### config.mk
export PLATFORM = sky130hd
export DESIGN_NAME = pdf_div_pipe
export DESIGN_NICKNAME = d
export VERILOG_FILES = /design/src/hdl/pdf_div_pipe.sv
export SDC_FILE = /design/constraint.sdc
export NUM_CORES = 1
export LEC_CHECK = 0
export ABC_CLOCK_PERIOD_IN_PS = 2900
export BUFFER_PORTS_ARGS = -buffer_cell sky130_fd_sc_hd__buf_2
export CAP_MARGIN = 20
export CORE_MARGIN = 1.5
export CORE_UTILIZATION = 60
export DETAILED_ROUTE_END_ITERATION = 7
export PLACE_DENSITY = 0.85
export SYNTH_ARGS = -nofsm -noshare
export SYNTH_HDL_FRONTEND = slang
export SYNTH_SLANG_ARGS = --single-unit
export TNS_END_PERCENT = 5
### constraint.sdc
create_clock -name aclk -period 2.9 [get_ports aclk]
set_input_delay 0.58 -clock aclk [delete_from_list [all_inputs] [get_ports aclk]]
set_output_delay 0.58 -clock aclk [all_outputs]
set_load 0.03 [all_outputs]
### src/hdl/pdf_div_pipe.sv
`timescale 1ns / 1ps
// Pipelined restoring divider, one quotient bit per stage, with side data.
// Depends on pdf_pkg only through the common file set; no package items used.
module pdf_div_pipe #(
    parameter int NUM_W  = 8,
    parameter int DEN_W  = 8,
    parameter int QUO_W  = 4,
    parameter int SIDE_W = 1
) (
    input  logic              aclk,
    input  logic              aresetn,
    input  logic              en,
    input  logic              vld_i,
    input  logic [NUM_W-1:0]  num_i,
    input  logic [DEN_W-1:0]  den_i,
    input  logic [SIDE_W-1:0] side_i,
    output logic              vld_o,
    output logic [QUO_W-1:0]  quo_o,
    output logic [SIDE_W-1:0] side_o
);

    logic              vld_reg  [QUO_W];
    logic [DEN_W-1:0]  rem_reg  [QUO_W];
    logic [QUO_W-1:0]  lq_reg   [QUO_W];
    logic [DEN_W-1:0]  den_reg  [QUO_W];
    logic [SIDE_W-1:0] side_reg [QUO_W];

    for (genvar g = 0; g < QUO_W; g++) begin : g_stage
        logic              vld_in;
        logic [DEN_W-1:0]  rem_in;
        logic [QUO_W-1:0]  lq_in;
        logic [DEN_W-1:0]  den_in;
        logic [SIDE_W-1:0] side_in;
        logic [DEN_W:0]    trial;
        logic [DEN_W:0]    diff;
        logic              ge;

        // The upper numerator bits seed the remainder; they are below the divisor.
        if (g == 0) begin : g_first
            assign vld_in  = vld_i;
            assign rem_in  = DEN_W'(num_i[NUM_W-1:QUO_W]);
            assign lq_in   = num_i[QUO_W-1:0];
            assign den_in  = den_i;
            assign side_in = side_i;
        end else begin : g_next
            assign vld_in  = vld_reg[g-1];
            assign rem_in  = rem_reg[g-1];
            assign lq_in   = lq_reg[g-1];
            assign den_in  = den_reg[g-1];
            assign side_in = side_reg[g-1];
        end

        // Bring down the next numerator bit and try to subtract the divisor.
        assign trial = {rem_in, lq_in[QUO_W-1]};
        assign ge    = trial >= {1'b0, den_in};
        assign diff  = trial - {1'b0, den_in};

        always_ff @(posedge aclk) begin
            if (!aresetn) begin
                vld_reg[g] <= 1'b0;
            end else if (en) begin
                vld_reg[g] <= vld_in;
            end
        end

        always_ff @(posedge aclk) begin
            if (en) begin
                rem_reg[g]  <= ge ? diff[DEN_W-1:0] : trial[DEN_W-1:0];
                lq_reg[g]   <= {lq_in[QUO_W-2:0], ge};
                den_reg[g]  <= den_in;
                side_reg[g] <= side_in;
            end
        end
    end

    assign vld_o  = vld_reg[QUO_W-1];
    assign quo_o  = lq_reg[QUO_W-1];
    assign side_o = side_reg[QUO_W-1];

endmodule

After elaboration in Yosys (flattened, before gate mapping)
Memory sizes are Yosys's and may differ from the RTL's.
Index checks and enable logic that the tools add are counted.
Operators by class
  bitwise logic cells: 4
  $add $sub $neg: 4
  $lt $le $gt $ge: 4
  mux-type cells: 13
Operators with widths (count)
  $mux W8: 4
  $ge A9 B8 Y1: 3
  $sub A8 B8 Y8: 3
  $mux W1: 9
  $ge A5 B8 Y1: 1
  $sub A5 B8 Y8: 1
  $or A1 B1 Y1: 4
Word-level totals
  bits in writable memories: 88
  bits of input ports: 21
  logic and storage cells: 30
  memories: 5
  register bits: 0
Memory list
  den_reg: words 4, width 8, read ports 3, clocked after Yosys merged registers in 0, write ports 4, line 25  | logic [DEN_W-1:0] den_reg [QUO_W];
  rem_reg: words 4, width 8, read ports 3, clocked after Yosys merged registers in 0, write ports 4, line 23  | logic [DEN_W-1:0] rem_reg [QUO_W];
  lq_reg: words 4, width 4, read ports 4, clocked after Yosys merged registers in 0, write ports 4, line 24  | logic [QUO_W-1:0] lq_reg [QUO_W];
  side_reg: words 4, width 1, read ports 4, clocked after Yosys merged registers in 0, write ports 4, line 26  | logic [SIDE_W-1:0] side_reg [QUO_W];
  vld_reg: words 4, width 1, read ports 4, clocked after Yosys merged registers in 0, write ports 4, line 22  | logic vld_reg [QUO_W];

Longest topological paths before layout
  word-level depth: 4
  mapped depth: 9
  depth with buffers taken out: 8

Worst setup path before layout
Ideal clock, no wire load.
  path type: input -> register
  start point: input num_i[3]
  end point: memory rem_reg[0][2] (data pin)
  cell stages on the path: 8
  required time: 2.638 ns
  slack: 0.559 ns
  data arrival time: 2.079 ns
  cell sequence: inv_1 -> ha_1 -> fa_1 -> nor2b_1 -> o31ai_2 -> a21oi_2 -> o21ai_4 -> mux2_1
RTL lines
  start, declared: line 14  | input logic [NUM_W-1:0] num_i,
  end, declared: line 23

==> results.json <==
{
  "fin_setup_tns_ps": 0,
  "drcViolationCount": 0,
  "syn_to_final_growth_pct": 11.5,
  "worstHoldPathType": "in -> reg",
  "synth_cell_types": 48,
  "clock_path_buffers": 2,
  "die-width_um": 82.2,
  "io_buffers": 26,
  "antenna_left": 0,
  "cts_tree": "built",
  "outcome": "complete, no violations",
  "synth_edf_count": 71,
  "critPathMaxFanout": 9,
  "critPathRequiredTime_ps": 2990,
  "cellPowerDensity_nw_per_um2": 673,
  "cts-root-buf": "clkbuf_8",
  "avgRoutedWirePerCell_um": 14.7,
  "min_period_ps": 2490,
  "cts_sinks": 72,
  "syn_inst": 281,
  "grt_pass1_wl_um": 9550,
  "grt_max_degree": 45,
  "holdBufCountCts": 0,
  "worst_pin_slew_ps": 638,
  "rsz0062_at_grt": "no",
  "pin_count": 27,
  "synth_top_area_cell": "edfxtp_1",
  "crit_type": "reg -> reg",
  "vias_per_cell": 5.54,
  "path_cells": "ha_1 -> nand3_1 -> nor3_1 -> a2111oi_2 -> o21a_1 -> mux2_4",
  "path_clk_slew_ps": 80,
  "ir_drop_mv": 0.382,
  "arrival_ps": 2580,
  "clock_latency_ps": 340,
  "total_leakage_power_uw": 0.00177,
  "cap_viol_max_count": 0,
  "final_nets": 370,
  "dr.pass1.iters": 4,
  "fin_crit_sh_pct": 85.9,
  "first_iter_violations": 88,
  "drt-total-wl_um": 5820,
  "post_cts_buffers": 0,
  "die_h_um": 82.2,
  "grt_pass1_vias": 2226,
  "drive_above_1_share_pct": 20.2,
  "grt.total_usage_pct": 19.5,
  "yosysTopAreaCellShare_pct": 56.6,
  "htree_num_levels": 3,
  "yosys_most_used_dff": "edfxtp_1",
  "async_flop_share_pct": 0,
  "fillers": 408,
  "vias": 2201,
  "yosysWarnings": 0,
  "yosys-top-cells-area": "edfxtp_1 (57%), ha_1 (9.6%), mux2_4 (4.4%), inv_1 (4.3%), fa_1 (1.6%)",
  "crit_path_max_incr_delay_ps": 510,
  "cpLargestDelayFamily": "compound AO/OA/AOI/OAI gates",
  "synth_area_um2": 3770,
  "ys_seq_area_share_pct": 57.1,
  "routabilityCongestion": 0.860,
  "initial_core_util_pct": 62.9,
  "die_area_um2": 6760,
  "crit_buf_inv": 0,
  "dpl.hpwl_um": 4380,
  "ys_ff_latch": 72,
  "cts.repair.resized": 0,
  "antenna_found_initial": 0,
  "setup_violations": 0,
  "cts_inserted_buffers": 9,
  "clock.fmax_mhz": 402,
  "critPathLaunchType": "register",
  "antenna_cells": 0,
  "core_um2": 5990,
  "place_area_um2": 3990,
  "syn-num-nets": 334,
  "rows": 28,
  "synthTopCellsByCount": "edfxtp_1 (71), inv_1 (43), ha_1 (29), nor2_1 (16)",
  "cp-end-kind": "register",
  "yosys.cell_count.top_type": "edfxtp_1",
  "avgSynthCellArea_um2": 13.4,
  "design_area_um2": 4200,
  "hold_viol": 0,
  "skew_ps": 9.21,
  "maxSlewViolCount": 0,
  "overflow": 0,
  "cpMaxStageDelayCell": "o21a_1",
  "slew_headroom_pct": 57.5
}
## per-layer routing
metal	global-route usage, %	share of wire (%)
met1	21.1	42
met2	35.1	53
met3	3.30	2.9
met4	12.0	2.3
met5	0	0
## kinds of logic after synthesis
| logic type | count (synthesis) | share of synthesized area (%) |
|---|---|---|
| adder cells (fa/ha/maj) | 32 | 11.2 |
| flip-flops | 72 | 57.1 |
| multiplexers | 20 | 6.87 |
| XOR/XNOR | 7 | 1.63 |
| AND/OR/NAND/NOR | 51 | 7.24 |
| AO/OA/AOI/OAI | 54 | 11.0 |
| buffers and inverters | 45 | 4.88 |
## metrics by stage
| step | hold slack [ps] | worst slack, ps | cells | util (%) | total power [uW] |
|---|---|---|---|---|---|
| floorplan | 400 | 559 | 281 | - | 1860 |
| global placement | 401 | 391 | 381 | 66.6 | 1960 |
| detailed placement | 406 | 333 | 381 | 66.6 | 2000 |
| CTS | 393 | 402 | 397 | 70.1 | 2850 |
| global route | 397 | 310 | 397 | 70.1 | 2960 |
| finish | 409 | 410 | 397 | 70.1 | 2830 |
## path summary, 6_finish.rpt
check / start / to / slack, ps / depth (start not counted)
max: rem_reg[1][4]$_DFFE_PP_ / rem_reg[2][4]$_DFFE_PP_ / 410 / 6
max reg2reg: rem_reg[1][4]$_DFFE_PP_ / rem_reg[2][4]$_DFFE_PP_ / 410 / 6
min: num_i[0] / lq_reg[0][1]$_DFFE_PP_ / 410 / 1
min reg2reg: lq_reg[2][1]$_DFFE_PP_ / lq_reg[3][2]$_DFFE_PP_ / 420 / 0
## power by group
part / internal [uW] / switching [uW] / leakage, uW
Sequential: 1290 / 46.1 / 0.000703
Combinational: 317 / 332 / 0.000967
Clock: 481 / 362 / 0.000102
Total: 2090 / 740 / 0.00177
## cell type report
cell class	instances	area [um2]	area share (%)
inverters	43	161	3.84
clock buffers	10	128	3.04
repair buffers	27	150	3.57
well taps	75	93.8	2.23
multi-input cells	164	1430	34.1
flip-flops and latches	72	2150	51.2
clock inverters	6	85.1	2.03
## worst reg2reg max path, cell delays in order (launching register included)
cell       delay [ps]
edfxtp_1          430
ha_1              400
nand3_1           150
nor3_1             80
a2111oi_2         340
o21a_1            510
mux2_4            340
## cells in the final DEF, fill, tap and decap left out, types with 2 or more instances in the layout
master and count:
nor4_1 4, a211o_1 2, nor3_1 5, a311o_1 2
nor2_1 16, and3_1 4, edfxtp_1 71, a211oi_1 2
nor2b_1 4, mux2_1 3, clkbuf_8 9, o21ai_4 2
bufinv_16 2, o31a_1 2, nand3_1 3, nor3b_1 3
inv_1 43, clkinvlp_4 2, mux2i_1 6, a21oi_1 11
a21o_1 4, buf_2 26, ha_1 29, o21ai_0 9
nand2b_1 6, xnor2_1 6, clkinv_2 2, nand2_1 2
mux2_4 11, o21a_1 5, fa_1 3
Power figures use the tool's default switching activity.
