$ cat config.mk
export PLATFORM = sky130hd
export DESIGN_NAME = pdf_isqrt_pipe
export DESIGN_NICKNAME = d
export VERILOG_FILES = /design/src/hdl/pdf_isqrt_pipe.sv
export SDC_FILE = /design/constraint.sdc
export NUM_CORES = 1
export LEC_CHECK = 0
export BUFFER_PORTS_ARGS = -buffer_cell sky130_fd_sc_hd__buf_2
export CAP_MARGIN = 10
export CORE_MARGIN = 2
export CORE_UTILIZATION = 30
export CTS_CLUSTER_SIZE = 25
export DETAILED_ROUTE_END_ITERATION = 10
export GPL_TIMING_DRIVEN = 0
export PLACE_DENSITY = 0.51
export SETUP_SLACK_MARGIN = 0.02
export SYNTH_ARGS = -nofsm -noshare
export SYNTH_HDL_FRONTEND = slang
export SYNTH_SLANG_ARGS = --single-unit
$ cat constraint.sdc
create_clock -name aclk -period 3.6 [get_ports aclk]
set_input_delay 0.18 -clock aclk [delete_from_list [all_inputs] [get_ports aclk]]
set_output_delay 0.18 -clock aclk [all_outputs]
set_load 0.005 [all_outputs]
$ cat src/hdl/pdf_isqrt_pipe.sv
`timescale 1ns / 1ps
// Pipelined floor square root, one root bit per stage, with side data.
// Self-contained; no package items used.
module pdf_isqrt_pipe #(
    parameter int ROOT_W = 8,
    parameter int SIDE_W = 1
) (
    input  logic                  aclk,
    input  logic                  aresetn,
    input  logic                  en,
    input  logic                  vld_i,
    input  logic [2*ROOT_W-1:0]   x_i,
    input  logic [SIDE_W-1:0]     side_i,
    output logic                  vld_o,
    output logic [ROOT_W-1:0]     root_o,
    output logic [SIDE_W-1:0]     side_o
);

    localparam int X_W   = 2 * ROOT_W;
    localparam int REM_W = ROOT_W + 3;

    logic              vld_reg  [ROOT_W];
    logic [REM_W-1:0]  rem_reg  [ROOT_W];
    logic [ROOT_W-1:0] root_reg [ROOT_W];
    logic [X_W-1:0]    xs_reg   [ROOT_W];
    logic [SIDE_W-1:0] side_reg [ROOT_W];

    for (genvar g = 0; g < ROOT_W; g++) begin : g_stage
        logic              vld_in;
        logic [REM_W-1:0]  rem_in;
        logic [ROOT_W-1:0] root_in;
        logic [X_W-1:0]    xs_in;
        logic [SIDE_W-1:0] side_in;
        logic [REM_W-1:0]  cand;
        logic [REM_W-1:0]  trial;
        logic              ge;

        if (g == 0) begin : g_first
            assign vld_in  = vld_i;
            assign rem_in  = '0;
            assign root_in = '0;
            assign xs_in   = x_i;
            assign side_in = side_i;
        end else begin : g_next
            assign vld_in  = vld_reg[g-1];
            assign rem_in  = rem_reg[g-1];
            assign root_in = root_reg[g-1];
            assign xs_in   = xs_reg[g-1];
            assign side_in = side_reg[g-1];
        end

        // Bring down two radicand bits and test the next root bit.
        assign cand  = {rem_in[REM_W-3:0], xs_in[X_W-1:X_W-2]};
        assign trial = REM_W'({root_in, 2'b01});
        assign ge    = cand >= trial;

        always_ff @(posedge aclk) begin
            if (!aresetn) begin
                vld_reg[g] <= 1'b0;
            end else if (en) begin
                vld_reg[g] <= vld_in;
            end
        end

        always_ff @(posedge aclk) begin
            if (en) begin
                rem_reg[g]  <= ge ? cand - trial : cand;
                root_reg[g] <= {root_in[ROOT_W-2:0], ge};
                xs_reg[g]   <= {xs_in[X_W-3:0], 2'b00};
                side_reg[g] <= side_in;
            end
        end
    end

    assign vld_o  = vld_reg[ROOT_W-1];
    assign root_o = root_reg[ROOT_W-1];
    assign side_o = side_reg[ROOT_W-1];

endmodule

Word level (Yosys, flattened, before mapping)
Memories as Yosys holds them, arrays and structs flattened.
Cells that the tools add are included.
{ "totals": {"mem_bits_rw": 280, "elab_cells": 50, "in_bits": 21, "regBits": 0, "memories": 5, "output_inout_bits": 10} }
{ "op_classes": {"muxes": 21, "add_sub_neg": 8, "n_bitwise": 8, "n_lt_le_gt_ge": 8} }
{ "mem_list": {"columns": ["memory", "depth", "width", "read_ports", "rd_ports_with_merged_regs", "write_ports", "line", "text"], "rows": [
  ["xs_reg", 8, 14, 7, 0, 8, "25", "logic [X_W-1:0] xs_reg [ROOT_W];"],
  ["rem_reg", 8, 11, 7, 0, 8, "23", "logic [REM_W-1:0] rem_reg [ROOT_W];"],
  ["root_reg", 8, 8, 8, 0, 8, "24", "logic [ROOT_W-1:0] root_reg [ROOT_W];"],
  ["side_reg", 8, 1, 8, 0, 8, "26", "logic [SIDE_W-1:0] side_reg [ROOT_W];"],
  ["vld_reg", 8, 1, 8, 0, 8, "22", "logic vld_reg [ROOT_W];"]
]} }
{ "ops": {"columns": ["operator", "n"], "rows": [
  ["11-bit two-way mux", 8],
  ["11-bit by 10-bit greater-or-equal comparator with 1-bit output", 7],
  ["11-bit by 10-bit subtractor with 11-bit output", 7],
  ["1-bit two-way mux", 13],
  ["1-bit bitwise OR", 8],
  ["2-bit by 1-bit subtractor with 3-bit output, second input constant", 1],
  ["2-bit by 1-bit greater-or-equal comparator with 1-bit output, second input constant", 1]
]} }

Longest topological paths before layout
{ "depth": {"word_depth": 4, "depth_mapped": 8, "depth_no_buf": 8} }

Worst setup path after synthesis
OpenSTA, ideal clock, no wires.
{ "synth_path": {"kind": "reg-to-reg", "from": "mem rem_reg[1][0] in the netlist's numbering", "to": "mem rem_reg[1][13] in the netlist's numbering, data pin", "setup_ns": 0.260, "synth_period_minus_slack_ns": 2.204, "t_required_ns": 3.340, "path_buffers": 0, "setup_slack_ns": 1.396, "path_stages_with_launch": 7, "arrival_ns": 1.945, "path_cell_list": "edfxtp_1 -> ha_1 -> o21a_1 -> o21a_1 -> o21a_1 -> nor3b_4 -> mux2_2"} }
{ "synth_rtl": {"columns": ["item", "line"], "rows": [
  ["from (decl)", "23"]
]} }

==> flow_summary_export.csv <==
group,metric,value,unit
power,ir_drop,0.260,mV
clock_network,h-tree-depth,4,
timing,worstMarginPinSlew,0.660,ns
yosys,yosys_warnings,0,
timing,skew,0.0123,ns
critical_path,cp.required,3.76,ns
route,drc,0,
critical_path,arrival,2.61,ns
route,dr.pass1.iters,4,
yosys,synthTopCellsByCount,"164 x edfxtp_1, 53 x inv_1, 41 x ha_1, 30 x o21ai_0, 24 x nor2_1",
die,core_area,0.0235,mm^2
place,routabilityCongestion,0.901,
outcome,status,"finished, final reports clean",
timing,setup_viol,0,
yosys,yosysMostFrequentCell,"edfxtp_1",
place,pre_cts_slack,1.19,ns
clock_network,cts.sinks,165,
yosys,netlist.area_leader.share,68.4,%
timing,fin_crit_sh,68.0,%
route,vias,4017,
critical_path,crit_buf_inv,0,
yosys,synth_cells,501,
power,power-per-cell-area,552,mW/mm^2
route,wl_per_cell,12.4,um
critical_path,timing.critical_path.mode_cell,"o21a_1",
yosys,synth_top_area_cell,"edfxtp_1",
critical_path,crit_family,"compound AO/OA/AOI/OAI gates",
critical_path,crit_slowest_cell,"nor3b_4",
place,dp.final_hpwl,7430,um
global_routing,grt_overflow,0,
clock_network,cts_root_buffer,"clkbuf_16",
power,leakagePower,3.24,nW
cells_and_area,largest_reg_flops,57,
die,fp.dieW,159,um
timing,max_slew_margin,56.0,%
timing,hold_violations,0,
yosys,async_flop_share,0,%
timing,grt_setup_unrepaired,"no",
timing,max_freq,408,MHz
cells_and_area,drive_gt1_share,13.5,%
cells_and_area,nets,628,
critical_path,path_class,"flip-flop to flip-flop",
yosys,synth_nets,563,
global_routing,grt.total_usage,9.33,%
global_routing,antenna_found_initial,0,
critical_path,crit_chain,"ha_1 -> o21a_1 -> o21a_1 -> o21a_1 -> nor3b_4 -> mux2_2",
power,finalPower,4.70,mW
die,die_area,0.0253,mm^2
clock_network,tritoncts,"built",
yosys,synth_cell_types,49,
die,boundaryPins,31,
yosys,ys.flop_type,"edfxtp_1",
worst_hold_path,worstHoldPathType,"input pin to flip-flop",
clock_network,cts_made_buffers,17,
job,maxCapViolCount,0,
timing,fin_setup_tns,0,ns
global_routing,grt_max_degree,101,
yosys,synth-edff-count,164,
yosys,ys_top_cells_by_area,"edfxtp_1 68%, ha_1 7.1%, inv_1 2.8%, o21ai_0 2.1%, xor2_1 1.8%",
place,io_buffers,30,
route,drt_wl_total,11200,um
critical_path,start_kind,"flip-flop",
critical_path,slowest_delay,0.43,ns
cells_and_area,diodes,0,
clock_network,clk_pin_slew_worst_paths,0.07,ns
yosys,ys_ff_latch,165,
critical_path,cp-end-kind,"flip-flop",
yosys,ys_seq_area_share,68.6,%
yosys,avgSynthCellArea,14.4,um^2
timing,drv_slew,0,
die,rows,56,
yosys,syn_area,0.00720,mm^2
timing,period_minus_slack,2.45,ns
route,drt-initial-drc-count,300,
die,die_y,159,um
global_routing,grt_pass1_wl,19200,um
global_routing,grt_pass1_vias,4210,
timing,setup_ws,1.15,ns
route,vias_per_cell,4.47,
die,start_util,30.6,%
clock_network,worstSkewPairLatency,0.42,ns
clock_network,clockBufferDepth,2,
critical_path,cp_max_fo,8,
route,antenna_left,0,
cells_and_area,syn2layout_area_growth,18.1,%
[cell usage in the layout, fill, tap and decap left out, types with 4 or more instances in the layout]
cell	instances
edfxtp_1	164
a21oi_1	22
nor2_1	24
mux2_2	6
nand2_1	18
o21a_1	11
ha_1	41
a21boi_0	5
inv_1	53
dlygate4sd3_1	15
a21o_1	4
and3_1	7
nand3_1	5
nor4_1	6
clkbuf_16	17
o21ai_0	30
nor3_1	6
o31ai_1	7
nand2b_1	5
buf_2	30
inv_6	5
or4_1	6
xor2_1	15
nor2b_1	8
xnor2_1	11
or3_1	5
[worst reg2reg max path, cell delays in order (launching register included)]
cell      delay, ns
edfxtp_1       0.39
ha_1           0.38
o21a_1         0.15
o21a_1         0.21
o21a_1         0.24
nor3b_4        0.43
mux2_2         0.39
[metal layers]
layer | vias to the layer above | share of wire, % | wire length (um) | track usage [%]
met4 | 0 | 1.2 | 130 | 3.76
li1 | 1999 | - | - | -
met2 | 54 | 53 | 5950 | 16.8
met5 | - | 0 | 0 | 0
met1 | 1952 | 43 | 4790 | 10.0
met3 | 12 | 2.6 | 288 | 3.20
[worst paths after layout]
check | slack, ns | depth (start not counted) | from | to
max | 1.15 | 6 | rem_reg[1][0] | rem_reg[1][13]
min | 0.04 | 2 | x_i[15] | root_reg[0][0]
max reg2reg | 1.15 | 6 | rem_reg[1][0] | rem_reg[1][13]
min reg2reg | 0.41 | 0 | xs_reg[0][11] | xs_reg[0][27]
[layout make-up]
type	count	area, um^2
multi-input combinational	279	2040
tap	319	399
clock buffer	17	425
inverter	54	203
fill	2273	15000
buffer	3	12.5
clock inverter	15	143
sequential	165	4940
timing repair buffer	46	334
[cell families after synthesis]
kind of cell,synth area share [%]
AOI/OAI and AO/OA,8.54
xor gates and xnor gates,3.16
adders and majority gates,7.12
buffers and inverters,2.99
DFF,68.6
muxes,1.35
other,0.0521
and+or+nand+nor,8.15
[per-stage QoR]
step	cell area (um^2)	hold slack (ns)	std cells	utilization, %
final	8510	0.0408	898	36.1
after global routing	8510	0.0327	898	36.1
after CTS	8510	0.0214	898	36.1
after detailed placement	7790	0.358	851	33.1
after global placement	7750	0.358	850	32.9
after floorplan	7200	0.279	501	-
[timing repair]
| item | in CTS | in global routing |
|---|---|---|
| setup buffers | 0 | 0 |
| hold endpoints to repair | 15 | 0 |
| hold buffers | 15 | 0 |
| gates resized for setup | 0 | 0 |
[report_power, final]
part | switching, mW | leakage [nW] | internal, mW | total (mW)
sequential | 0.0785 | 1.59 | 2.34 | 2.42
combinational | 0.296 | 1.37 | 0.236 | 0.531
clock | 0.778 | 0.276 | 0.969 | 1.75
total | 1.15 | 3.24 | 3.54 | 4.70
No activity file was read; power rests on OpenSTA's default activity.
